$ cat src/hw/rtl/tbpf_pkg.sv
`timescale 1ns / 1ps
// Shared types and constants for the tile background pixel fetcher.
// No dependencies.
package tbpf_pkg;

  localparam int SCREEN_WIDTH = 160;
  localparam int QUEUE_DEPTH  = 8;
  localparam int TILE_PIXELS  = 8;
  localparam int QC_W         = $clog2(QUEUE_DEPTH + 1);

  typedef enum logic [1:0] {
    REQ_RESTART = 2'd0,
    REQ_TICK    = 2'd1,
    REQ_POP     = 2'd2
  } req_t;

  typedef enum logic [1:0] {
    PH_TILE = 2'd0,
    PH_LOW  = 2'd1,
    PH_HIGH = 2'd2,
    PH_PUSH = 2'd3
  } phase_t;

  typedef struct packed {
    logic load;
    logic shift;
  } qcmd_t;

  typedef struct packed {
    logic       pixel_valid;
    logic [1:0] shade;
    logic       transparent;
    logic [9:0] fetch_map_index;
    logic [3:0] fetch_row_offset;
    logic       fetch_map_select;
    logic       fetch_strobe;
    logic       fetch_high;
  } res_t;

endpackage

$ cat src/hw/rtl/tile_background_pixel_fetcher_unit.sv
`timescale 1ns / 1ps
// Channel  Direction  Handshake            Payload
// in_      input      in_valid/in_stall    request type, scroll, line, control, tile byte
// out_     output     out_valid/out_stall  pixel, shade, fetch request fields
//
// One item is accepted per cycle while in_stall is low; its result is registered
// in the output register, or in a skid register behind it while the output is
// stalled, which lets one more item in; in_stall rises only when that skid is full.
// Synchronous reset returns the fetcher to the tile phase with an empty queue.
// Depends on tbpf_pkg, tbpf_fetcher and tbpf_qcell.
module tile_background_pixel_fetcher_unit (
  input  logic       clk,
  input  logic       rst_n,
  input  logic       in_valid,
  output logic       in_stall,
  input  logic [1:0] in_req_type,
  input  logic [7:0] in_scroll_x,
  input  logic       in_is_window,
  input  logic [7:0] in_line_y,
  input  logic [7:0] in_scroll_y,
  input  logic [7:0] in_window_line,
  input  logic [7:0] in_screen_x,
  input  logic [7:0] in_lcd_control,
  input  logic [7:0] in_palette_byte,
  input  logic [7:0] in_tile_byte,
  output logic       out_valid,
  input  logic       out_stall,
  output logic       out_pixel_valid,
  output logic [1:0] out_shade,
  output logic       out_transparent,
  output logic [9:0] out_fetch_map_index,
  output logic [3:0] out_fetch_row_offset,
  output logic       out_fetch_map_select,
  output logic       out_fetch_strobe,
  output logic       out_fetch_high
);
  import tbpf_pkg::*;

  logic                             acc;
  qcmd_t                            qcmd;
  logic [TILE_PIXELS-1:0][1:0]      load_colors;
  logic [QUEUE_DEPTH:0][1:0]        chain;
  res_t                             res;

  res_t out_r, out_nxt;
  res_t skid_r, skid_nxt;
  logic out_valid_r, out_valid_nxt;
  logic skid_valid_r, skid_valid_nxt;

  assign in_stall = skid_valid_r;
  assign acc      = in_valid && !in_stall;

  tbpf_fetcher u_fetcher (
    .clk          (clk),
    .rst_n        (rst_n),
    .acc          (acc),
    .req_type     (in_req_type),
    .scroll_x     (in_scroll_x),
    .is_window    (in_is_window),
    .line_y       (in_line_y),
    .scroll_y     (in_scroll_y),
    .window_line  (in_window_line),
    .screen_x     (in_screen_x),
    .lcd_control  (in_lcd_control),
    .palette_byte (in_palette_byte),
    .tile_byte    (in_tile_byte),
    .front_color  (chain[0]),
    .qcmd         (qcmd),
    .load_colors  (load_colors),
    .res          (res)
  );

  // tail of the chain shifts in zero
  assign chain[QUEUE_DEPTH] = 2'b00;

  for (genvar g = 0; g < QUEUE_DEPTH; g++) begin : g_cell
    logic [1:0] load_color;
    if (g < TILE_PIXELS) begin : g_loaded
      assign load_color = load_colors[g];
    end else begin : g_unloaded
      assign load_color = 2'b00;
    end
    tbpf_qcell u_cell (
      .clk        (clk),
      .qcmd       (qcmd),
      .load_color (load_color),
      .next_color (chain[g+1]),
      .color      (chain[g])
    );
  end

  always_comb begin
    out_nxt        = out_r;
    out_valid_nxt  = out_valid_r;
    skid_nxt       = skid_r;
    skid_valid_nxt = skid_valid_r;
    if (!out_valid_r || !out_stall) begin
      if (skid_valid_r) begin
        out_nxt        = skid_r;
        out_valid_nxt  = 1'b1;
        skid_valid_nxt = 1'b0;
      end else if (acc) begin
        out_nxt       = res;
        out_valid_nxt = 1'b1;
      end else begin
        out_valid_nxt = 1'b0;
      end
    end else if (acc) begin
      // output held: park the new result
      skid_nxt       = res;
      skid_valid_nxt = 1'b1;
    end
  end

  always_ff @(posedge clk) begin
    if (!rst_n) begin
      out_valid_r  <= 1'b0;
      skid_valid_r <= 1'b0;
    end else begin
      out_valid_r  <= out_valid_nxt;
      skid_valid_r <= skid_valid_nxt;
    end
    out_r  <= out_nxt;
    skid_r <= skid_nxt;
  end

  assign out_valid            = out_valid_r;
  assign out_pixel_valid      = out_r.pixel_valid;
  assign out_shade            = out_r.shade;
  assign out_transparent      = out_r.transparent;
  assign out_fetch_map_index  = out_r.fetch_map_index;
  assign out_fetch_row_offset = out_r.fetch_row_offset;
  assign out_fetch_map_select = out_r.fetch_map_select;
  assign out_fetch_strobe     = out_r.fetch_strobe;
  assign out_fetch_high       = out_r.fetch_high;

endmodule

$ cat src/hw/rtl/tbpf_qcell.sv
`timescale 1ns / 1ps
// One entry of the pixel queue: holds a 2-bit colour id.
// Depends on tbpf_pkg for the queue command struct.
module tbpf_qcell (
  input  logic               clk,
  input  tbpf_pkg::qcmd_t    qcmd,
  input  logic [1:0]         load_color,
  input  logic [1:0]         next_color,
  output logic [1:0]         color
);
  import tbpf_pkg::*;

  logic [1:0] color_r;
  logic [1:0] color_nxt;

  always_comb begin
    color_nxt = color_r;
    if (qcmd.load) begin
      color_nxt = load_color;
    end else if (qcmd.shift) begin
      // advance toward the head of the queue
      color_nxt = next_color;
    end
  end

  always_ff @(posedge clk) begin
    color_r <= color_nxt;
  end

  assign color = color_r;

endmodule

$ cat src/hw/rtl/tbpf_fetcher.sv
`timescale 1ns / 1ps
// Fetch phase sequencer, queue occupancy and discard counters.
// Depends on tbpf_pkg; drives the queue cells and forms one result per item.
module tbpf_fetcher (
  input  logic                                  clk,
  input  logic                                  rst_n,
  input  logic                                  acc,
  input  logic [1:0]                            req_type,
  input  logic [7:0]                            scroll_x,
  input  logic                                  is_window,
  input  logic [7:0]                            line_y,
  input  logic [7:0]                            scroll_y,
  input  logic [7:0]                            window_line,
  input  logic [7:0]                            screen_x,
  input  logic [7:0]                            lcd_control,
  input  logic [7:0]                            palette_byte,
  input  logic [7:0]                            tile_byte,
  input  logic [1:0]                            front_color,
  output tbpf_pkg::qcmd_t                       qcmd,
  output logic [tbpf_pkg::TILE_PIXELS-1:0][1:0] load_colors,
  output tbpf_pkg::res_t                        res
);
  import tbpf_pkg::*;

  phase_t          phase_r, phase_nxt;
  logic [1:0]      dot_r, dot_nxt;
  logic [QC_W-1:0] qcount_r, qcount_nxt;
  logic [7:0]      fcol_r, fcol_nxt;
  logic [9:0]      tidx_r, tidx_nxt;
  logic [7:0]      plow_r, plow_nxt;
  logic [7:0]      phigh_r, phigh_nxt;
  logic [3:0]      lead_r, lead_nxt;
  logic [2:0]      fine_r, fine_nxt;
  logic            win_r, win_nxt;

  logic            active;
  logic [1:0]      dot_inc;
  logic [7:0]      ysum;
  logic [4:0]      xcol;
  logic [10:0]     widx;
  logic [9:0]      tile_calc;

  assign active  = screen_x < 8'(SCREEN_WIDTH);
  assign dot_inc = dot_r + 2'd1;
  assign ysum    = line_y + scroll_y;
  assign xcol    = scroll_x[7:3] + fcol_r[4:0];
  assign widx    = {3'b000, fcol_r} + {1'b0, window_line[7:3], 5'b00000};
  assign tile_calc = win_r ? widx[9:0] : {ysum[7:3], xcol};

  // MSB of each plane byte is the leftmost pixel
  always_comb begin
    for (int i = 0; i < TILE_PIXELS; i++) begin
      load_colors[i] = lcd_control[0] ?
                       {phigh_r[TILE_PIXELS-1-i], plow_r[TILE_PIXELS-1-i]} : 2'b00;
    end
  end

  always_comb begin
    phase_nxt  = phase_r;
    dot_nxt    = dot_r;
    qcount_nxt = qcount_r;
    fcol_nxt   = fcol_r;
    tidx_nxt   = tidx_r;
    plow_nxt   = plow_r;
    phigh_nxt  = phigh_r;
    lead_nxt   = lead_r;
    fine_nxt   = fine_r;
    win_nxt    = win_r;
    qcmd       = '0;
    res        = '0;

    if (acc) begin
      priority if (req_type == REQ_RESTART) begin
        phase_nxt  = PH_TILE;
        dot_nxt    = 2'd0;
        qcount_nxt = '0;
        fcol_nxt   = 8'd0;
        lead_nxt   = 4'(TILE_PIXELS);
        fine_nxt   = scroll_x[2:0];
        win_nxt    = is_window;
      end else if (req_type == REQ_TICK && active) begin
        dot_nxt = dot_inc;
        unique case (phase_r)
          PH_TILE: begin
            if (dot_inc == 2'd2) begin
              tidx_nxt  = tile_calc;
              phase_nxt = PH_LOW;
              dot_nxt   = 2'd0;
            end
          end
          PH_LOW: begin
            if (dot_inc == 2'd2) begin
              plow_nxt         = tile_byte;
              res.fetch_strobe = 1'b1;
              phase_nxt        = PH_HIGH;
              dot_nxt          = 2'd0;
            end
          end
          PH_HIGH: begin
            if (dot_inc == 2'd2) begin
              phigh_nxt        = tile_byte;
              res.fetch_strobe = 1'b1;
              res.fetch_high   = 1'b1;
              phase_nxt        = PH_PUSH;
              dot_nxt          = 2'd0;
            end
          end
          PH_PUSH: begin
            if (dot_inc == 2'd2) begin
              if (qcount_r == '0) begin
                qcmd.load  = 1'b1;
                qcount_nxt = QC_W'(TILE_PIXELS);
                fcol_nxt   = fcol_r + 8'd1;
                phase_nxt  = PH_TILE;
                dot_nxt    = 2'd0;
              end else begin
                // hold on the second dot until the queue drains
                dot_nxt = 2'd1;
              end
            end
          end
        endcase
        res.fetch_map_index  = tidx_nxt;
        res.fetch_row_offset = win_r ? {window_line[2:0], 1'b0} : {ysum[2:0], 1'b0};
        res.fetch_map_select = win_r ? lcd_control[6] : lcd_control[3];
      end else if (req_type == REQ_POP && active && qcount_r != '0) begin
        qcmd.shift = 1'b1;
        qcount_nxt = qcount_r - QC_W'(1);
        if (lead_r != 4'd0) begin
          lead_nxt = lead_r - 4'd1;
          fcol_nxt = 8'd0;
        end else if (fine_r != 3'd0) begin
          fine_nxt = fine_r - 3'd1;
        end else begin
          res.pixel_valid = 1'b1;
          res.shade       = palette_byte[{front_color, 1'b0} +: 2];
          res.transparent = (front_color == 2'd0);
        end
      end else begin
        // beyond width, empty pop or unused code: drop
        qcmd = '0;
      end
    end
  end

  always_ff @(posedge clk) begin
    if (!rst_n) begin
      phase_r  <= PH_TILE;
      dot_r    <= 2'd0;
      qcount_r <= '0;
      fcol_r   <= 8'd0;
      tidx_r   <= 10'd0;
      plow_r   <= 8'd0;
      phigh_r  <= 8'd0;
      lead_r   <= 4'(TILE_PIXELS);
      fine_r   <= 3'd0;
      win_r    <= 1'b0;
    end else begin
      phase_r  <= phase_nxt;
      dot_r    <= dot_nxt;
      qcount_r <= qcount_nxt;
      fcol_r   <= fcol_nxt;
      tidx_r   <= tidx_nxt;
      plow_r   <= plow_nxt;
      phigh_r  <= phigh_nxt;
      lead_r   <= lead_nxt;
      fine_r   <= fine_nxt;
      win_r    <= win_nxt;
    end
  end

endmodule

$ cat config.mk
export PLATFORM = sky130hd
export DESIGN_NAME = tile_background_pixel_fetcher_unit
export DESIGN_NICKNAME = d
export VERILOG_FILES = /design/src/hw/rtl/tbpf_pkg.sv /design/src/hw/rtl/tile_background_pixel_fetcher_unit.sv /design/src/hw/rtl/tbpf_qcell.sv /design/src/hw/rtl/tbpf_fetcher.sv
export SDC_FILE = /design/constraint.sdc
export NUM_CORES = 1
export LEC_CHECK = 0
export BUFFER_PORTS_ARGS = -buffer_cell sky130_fd_sc_hd__buf_2
export CORE_MARGIN = 8
export CORE_UTILIZATION = 30
export CTS_BUF_LIST = sky130_fd_sc_hd__clkbuf_8
export CTS_CLUSTER_SIZE = 25
export DETAILED_ROUTE_END_ITERATION = 10
export PLACE_DENSITY = 0.57
export SETUP_SLACK_MARGIN = 0.02
export SLEW_MARGIN = 20
export SYNTH_ARGS = -nofsm -noshare
export SYNTH_HDL_FRONTEND = slang
export SYNTH_SLANG_ARGS = --single-unit
$ cat constraint.sdc
create_clock -name clk -period 3.4 [get_ports clk]
set_input_delay 0 -clock clk [delete_from_list [all_inputs] [get_ports clk]]
set_output_delay 0 -clock clk [all_outputs]
set_load 0.02 [all_outputs]
Word-level counts from Yosys, hierarchy flattened --
Index checks and enable logic that the tools add are counted.
Operators by class: add/sub/neg operators 8, $mul 0, div/mod/pow operators 0, $lt $le $gt $ge 1, eq/ne operators 16, shift-type cells 1, multiplexer cells 87, bitwise logic cells 3, reduce and logical (&&, ||, !) cells 37
Operators with widths (count):
- 2-to-1 mux 2 bit | 38
- 2-to-1 mux 21 bit | 3
- 2-to-1 mux 4 bit | 15
- 2-to-1 mux 8 bit | 7
- 2-to-1 mux 10 bit | 3
- AND reduction 5 bit | 4
- 2-to-1 mux 17 bit | 1
- 2-to-1 mux 3 bit | 5
- inequality test 3 x 1 -> 1 bit (second input constant) | 5
- 2-to-1 mux 1 bit | 12
- nonzero test 2 bit | 6
- adder 8 x 10 -> 10 bit | 1
- inequality test 3 x 2 -> 1 bit (second input constant) | 3
- nonzero test 3 bit | 3
- adder 8 x 1 -> 8 bit (second input constant) | 1
- adder 8 bit | 1
- equality test 2 bit (second input constant) | 4
- less-than comparator 8 bit (second input constant) | 1
- one-hot mux 2 bit (4 select lines) | 1
- AND reduction 2 bit | 4
- nonzero test 4 bit | 2
- variable part select 8 x 4 -> 2 bit | 1
- subtractor 4 x 1 -> 4 bit (second input constant) | 2
- AND reduction 7 bit | 1
- other kinds (18) | 29
Storage, ports and cells: register bits after elaboration 110, latch bits 0, RAM bits 0, bits in read-only memories 0, input port bits 71, output and inout port bits 23, word-level logic and storage cells 189, memories kept 0

Depth between registers and ports, before layout --
depth in word-level cells 9, mapped depth 9, mapped depth without buffers 9

Hierarchy --
From an unflattened synthesis, not the netlist that was laid out.
Unflattened totals: cell total of the unflattened synthesis 536, area, all modules 5816.8 sq um
By module, submodules not included:
- tbpf_fetcher | times used 1, cells an instance 421, area an instance 3494.6 sq um, sequential area each 1001.0 sq um
- tile_background_pixel_fetcher_unit | times used 1, cells an instance 75, area an instance 1611.5 sq um, sequential area each 1301.2 sq um
- tbpf_qcell | times used 8, cells an instance 5, area an instance 88.8 sq um, sequential area each 60.1 sq um

Worst setup path after synthesis --
Ideal clock, no wire load.
kind register to register, from reg skid_valid_r, in the netlist in_stall, to reg out_r, in the netlist out_fetch_high (enable), setup time 0.404 ns, arrival 2.167 ns, data required time 2.996 ns, setup slack 0.830 ns, stages on the path, launching flop included 5, buffers on the path 2, period minus slack after synthesis 2.570 ns, cell sequence dfxtp_1 -> clkbuf_1 -> clkbuf_1 -> nor2_1 -> a21oi_1
Between the ends: longest elaborated chain between the ends 4
RTL lines:
- from (decl) | RTL line tile_background_pixel_fetcher_unit.sv:48 | logic skid_valid_r, skid_valid_nxt;
- from (signal assigned) | RTL line tile_background_pixel_fetcher_unit.sv:121 | skid_valid_r <= skid_valid_nxt;
- logical NOT 1 bit | RTL line tile_background_pixel_fetcher_unit.sv:51 | assign acc = in_valid && !in_stall;
- logical AND 1 bit | RTL line tile_background_pixel_fetcher_unit.sv:51
- nonzero test 2 bit (no source line) *
- AND reduction 2 bit (no source line) *
- to (signal assigned) | RTL line tile_background_pixel_fetcher_unit.sv:123 | out_r <= out_nxt;
- to (decl) | RTL line tile_background_pixel_fetcher_unit.sv:45 | res_t out_r, out_nxt;
Mark *: on every way between the ends. The rest lies on a longest branch, timed or not. A chain may end at the register's enable or synchronous reset.

Worst setup path after layout --
from reg u_fetcher.qcount_r[0], to reg g_cell[4].u_cell.color_r[1], data pin
Between the ends: longest elaborated chain between the ends 8
RTL lines:
- from (decl) | RTL line tbpf_fetcher.sv:27 | logic [QC_W-1:0] qcount_r, qcount_nxt;
- from (signal assigned) | RTL line tbpf_fetcher.sv:161 | qcount_r <= qcount_nxt;
- logical NOT 4 bit | RTL line tbpf_fetcher.sv:110 | if (qcount_r == '0) begin
- 2-to-1 mux 1 bit | RTL line tbpf_fetcher.sv:110
- 2-to-1 mux 1 bit | RTL line tbpf_fetcher.sv:109 | if (dot_inc == 2'd2) begin
- 2-to-1 mux 1 bit | RTL line tbpf_fetcher.sv:83 | unique case (phase_r)
- 2-to-1 mux 1 bit | RTL line tbpf_fetcher.sv:81 | end else if (req_type == REQ_TICK && active) begin
- 2-to-1 mux 2 bit | RTL line tbpf_fetcher.sv:73 | priority if (req_type == REQ_RESTART) begin
- 2-to-1 mux 2 bit | RTL line tbpf_fetcher.sv:72 | if (acc) begin
- 2-to-1 mux 2 bit | RTL line tbpf_qcell.sv:18 | if (qcmd.load) begin
- named net g_cell[4].u_cell.color_nxt[1] | RTL line tbpf_qcell.sv:14 | logic [1:0] color_nxt;
- to (signal assigned) | RTL line tbpf_qcell.sv:27 | color_r <= color_nxt;
- to (decl) | RTL line tbpf_qcell.sv:13 | logic [1:0] color_r;
The timed path passes the listed nets, and every way through them passes these cells.

==> key figures <==
Run status
  – Outcome: complete, no violations

Detailed routing
  – Residual DRC: 0
  – Wire length per cell: 14.8 microns
  – Final wirelength: 13000 microns
  – Pre-antenna DRT Iters: 4
  – Drt first-iter violations: 249
  – Via count: 4260
  – Antenna viol nets, final: 0
  – Vias/cell: 4.85

Synth
  – #FFs+latches synth: 108
  – Number of flops mapped to enable cells by yosys: 56
  – Synthesized netlist cell count: 554
  – Yosys cell types: 61
  – Post-synth ARST share: 0
  – Syn avg cell area: 10.2 sq um
  – Syn Std Cell Area: 0.00565 sq mm
  – Yosys warnings: 0
  – Seq/Total Area, Yosys: 0.482
  – Primary FF master, synth: edfxtp_1
  – Synth Net Count: 652

Power and ir drop
  – Sw frac: 0.271
  – Logic gate share of total power: 0.124
  – Overall power: 0.00247 W
  – Register share of total power: 0.571
  – Clk network pwr share: 0.305
  – Cell-internal power: 0.00180 W
  – VDD IR max: 0.150 mV
  – Cell leakage power: 2.58 nW
  – Pwr dens: 375 mW/mm^2
  – Switching power total: 0.000670 W

Clock tree
  – Clock root cell: clkbuf_8
  – PostCTS Resize Cnt: 0
  – Post-CTS Setup Inserts: 0
  – CTS sink cnt: 108
  – Worst-path clk slew: 120 ps
  – H-Tree Depth: 3
  – TritonCTS clock tree: yes
  – Skew-Pair Late Insertion Delay: 390 ps
  – CTS buffer count: 9
  – Clk buf depth: 2
  – Hold_buf cts: 17

Placement
  – Placed cells: 845
  – Worst slack at placement: 716 ps
  – Gpl congestion: 0.794
  – DP HPWL: 9630 microns
  – Port-buffer cells: 82

Timing
  – # setup viols final: 0
  – Unrepaired setup endpoints after global routing: false
  – Fin. max-slew vios: 0
  – Relative slew slack: 0.312
  – Slew at the pin closest to its max-slew limit: 1030 ps
  – Worst Skew: 15.2 ps
  – Final WS setup: 707 ps
  – Fin Setup TNS: 0 ps
  – Hold Fails Final Rpt: 0
  – Final min period: 2690 ps
  – Final worst-path cycle share: 0.792
  – Max Clock Freq: 371 MHz

Worst setup path
  – Setup crit start: u_fetcher.qcount_r[0]
  – R2R depth: 7
  – WP depth: 7
  – Worst path cell trace: inv_1 > ha_1 > nor3b_1 > nand3_1 > or3_1 > nand2_1 > o21ai_0
  – Critical path required time: 3490 ps
  – R2r endpoint: g_cell[4].u_cell.color[1]
  – Reg2reg start: u_fetcher.qcount_r[0]
  – Max FO, Critical Path: 28
  – CP delay by family, top: simple AND/OR/NAND/NOR gates
  – Worst Setup Path Type: register to register
  – Slowest CP cell: or3_1
  – Critical Path End Type: register
  – WP data arrival: 2790 ps
  – Buf/Inv on CP: 1
  – Reg2Reg Setup Slack: 710 ps
  – CP startpoint kind: register
  – CP max stage delay: 780 ps

Global routing
  – GRT met1 Usage: 0.130
  – Largest net degree at the start of global routing: 50
  – Global Route met3 Usage: 0.0262
  – Grt ovf: 0
  – First-pass GRT wire length: 20900 microns
  – Global-route met2 utilization: 0.179
  – Vias in the first global route: 4307
  – Total track usage: 0.109
  – Most Crowded Layer GR: met2
  – Initial antenna violation count: 2

Finish
  – Post-Layout Cell Count: 879
  – Multi-input gate area: 0.00272 sq mm
  – Share of layout cells above drive strength 1: 0.199
  – Fin nets: 737
  – Filler instances: 1835
  – Area Overhead vs Synth: 16.5%
  – Sequential Area: 0.00272 sq mm

Job
  – Max-cap viol count: 0

Floorplan
  – Die Wd: 153 microns
  – Core box area: 0.0186 sq mm
  – Cell Rows: 50
  – Chip Height: 153 microns
  – Num ports: 94
  – Die area: 0.0235 sq mm
  – Starting Density: 0.304

Hold path
  – Hold Path Stages: 3
  – Hold endpoint: out_valid
  – Hold WC Path Type: input pin to register
  – Min-delay src: in_valid
logic make-up (layout without fill, tap and decap cells):
group / count (synthesis) / after routing / synth area share
multiplexers: 36 / 36 / 0.0699
buffers and inverters: 46 / 136 / 0.0383
flip-flops: 108 / 108 / 0.482
AO/OA/AOI/OAI: 112 / 112 / 0.131
XOR/XNOR: 16 / 16 / 0.0248
AND/OR/NAND/NOR: 208 / 208 / 0.190
adder cells (fa/ha/maj): 27 / 27 / 0.0637
other: 1 / 2 / 0.000663
Yosys cell counts, drive strengths merged (6+ instances only):
master,n,area share
nand2,72,0.048
edfxtp,56,0.30
dfxtp,52,0.18
o21ai,41,0.041
nor2,40,0.031
nor2b,29,0.032
mux2i,26,0.046
ha,24,0.053
a21oi,19,0.017
inv,19,0.013
clkbuf,16,0.011
o31ai,12,0.016
buf,11,0.015
xor2,11,0.017
and3,10,0.011
nand3,10,0.0089
a21boi,9,0.012
mux2,8,0.016
nand4,7,0.0077
nor3b,7,0.0093
and2,6,0.0066
o211a,6,0.011
worst max-delay path by stage:
| stage | endpoint | slack (ps) |
|---|---|---|
| after floorplan | out_fetch_high | 830 |
| after detailed placement | g_cell[4].u_cell.color[1] | 720 |
| after global routing | g_cell[4].u_cell.color[1] | 520 |
| after CTS | g_cell[4].u_cell.color[1] | 680 |
| after global placement | g_cell[6].u_cell.color[1] | 880 |
| final | g_cell[4].u_cell.color[1] | 710 |
state kept, by name (all words and copies together), names as in the netlist, 2 cells and up:
signal and flops:
skid_r 20, g_cell.u_cell.color 16, out_fetch_map_index 10, u_fetcher.tidx_r 10, u_fetcher.fcol_r 8, u_fetcher.phigh_r 8
u_fetcher.plow_r 8, u_fetcher.lead_r 4, u_fetcher.qcount_r 4, out_fetch_row_offset 3, u_fetcher.fine_r 3, out_shade 2
u_fetcher.dot_r 2, u_fetcher.phase_r 2
metal layers:
metal / vias up / part of all wire / routed length, microns
li1: 2151 / - / -
met1: 2018 / 0.46 / 6040
met2: 70 / 0.47 / 6060
met3: 19 / 0.046 / 598
met4: 2 / 0.021 / 276
met5: - / 0.00062 / 8
through the flow:
step	hold WS [ps]	utilization	cell area [sq um]
detailed placement	284	0.335	6230
CTS	8.01	0.354	6580
global placement	273	0.335	6230
finish	36.6	0.354	6590
floorplan	156	-	5650
global route	80.1	0.354	6590
layout make-up:
cell class / count / area share
Antenna cell: 1 / 0.000380
Clock buffer: 9 / 0.0188
Clock inverter: 7 / 0.00855
Inverter: 19 / 0.0108
Multi-Input combinational cell: 400 / 0.413
Sequential cell: 108 / 0.413
Tap cell: 234 / 0.0445
Timing Repair Buffer: 101 / 0.0904
worst min-delay path: stages:
cell and delay (ps):
buf_2 140, nor2_1 90, a21boi_0 160
layout by cell type, fill, tap and decap left out, types with 3 or more instances in the layout:
| cell type | netlist | final |
|---|---|---|
| ha_1 | 24 | 24 |
| o21ai_1 | 5 | 5 |
| and2_1 | 6 | 6 |
| nand3_1 | 10 | 10 |
| or2_2 | 3 | 3 |
| mux2i_1 | 26 | 26 |
| inv_6 | 0 | 4 |
| o21a_1 | 3 | 3 |
| nor2b_1 | 29 | 29 |
| o21ai_0 | 29 | 29 |
| nand3b_1 | 3 | 3 |
| nor3b_1 | 7 | 7 |
| nor3_1 | 4 | 4 |
| nand4_1 | 7 | 7 |
| dfxtp_1 | 52 | 52 |
| o211ai_1 | 4 | 4 |
| nand2_1 | 72 | 72 |
| clkbuf_8 | 0 | 9 |
| a211oi_1 | 5 | 5 |
| and3_1 | 10 | 10 |
| o31ai_1 | 12 | 12 |
| buf_2 | 5 | 82 |
| a21oi_1 | 19 | 18 |
| dlygate4sd3_1 | 0 | 17 |
| o21ai_2 | 7 | 7 |
| a21boi_0 | 8 | 8 |
| fa_1 | 3 | 3 |
| edfxtp_1 | 56 | 56 |
| inv_1 | 18 | 18 |
| nor2_1 | 38 | 37 |
| mux2_2 | 8 | 8 |
| xor2_1 | 11 | 11 |
| a21o_1 | 3 | 3 |
| nand2b_1 | 3 | 3 |
| or3_1 | 4 | 4 |
| o211a_1 | 6 | 6 |
| xnor2_1 | 5 | 5 |
power groups by stage:
stage	combinational (W)	clock, W	sequential [W]
finish	0.000307	0.000753	0.00141
global placement	0.000282	0	0.00144
CTS	0.000309	0.000782	0.00141
floorplan	0.000173	0	0.00146
detailed placement	0.000292	0	0.00144
global route	0.000339	0.000843	0.00141
Note: power is estimated with default switching activity, not from simulation.
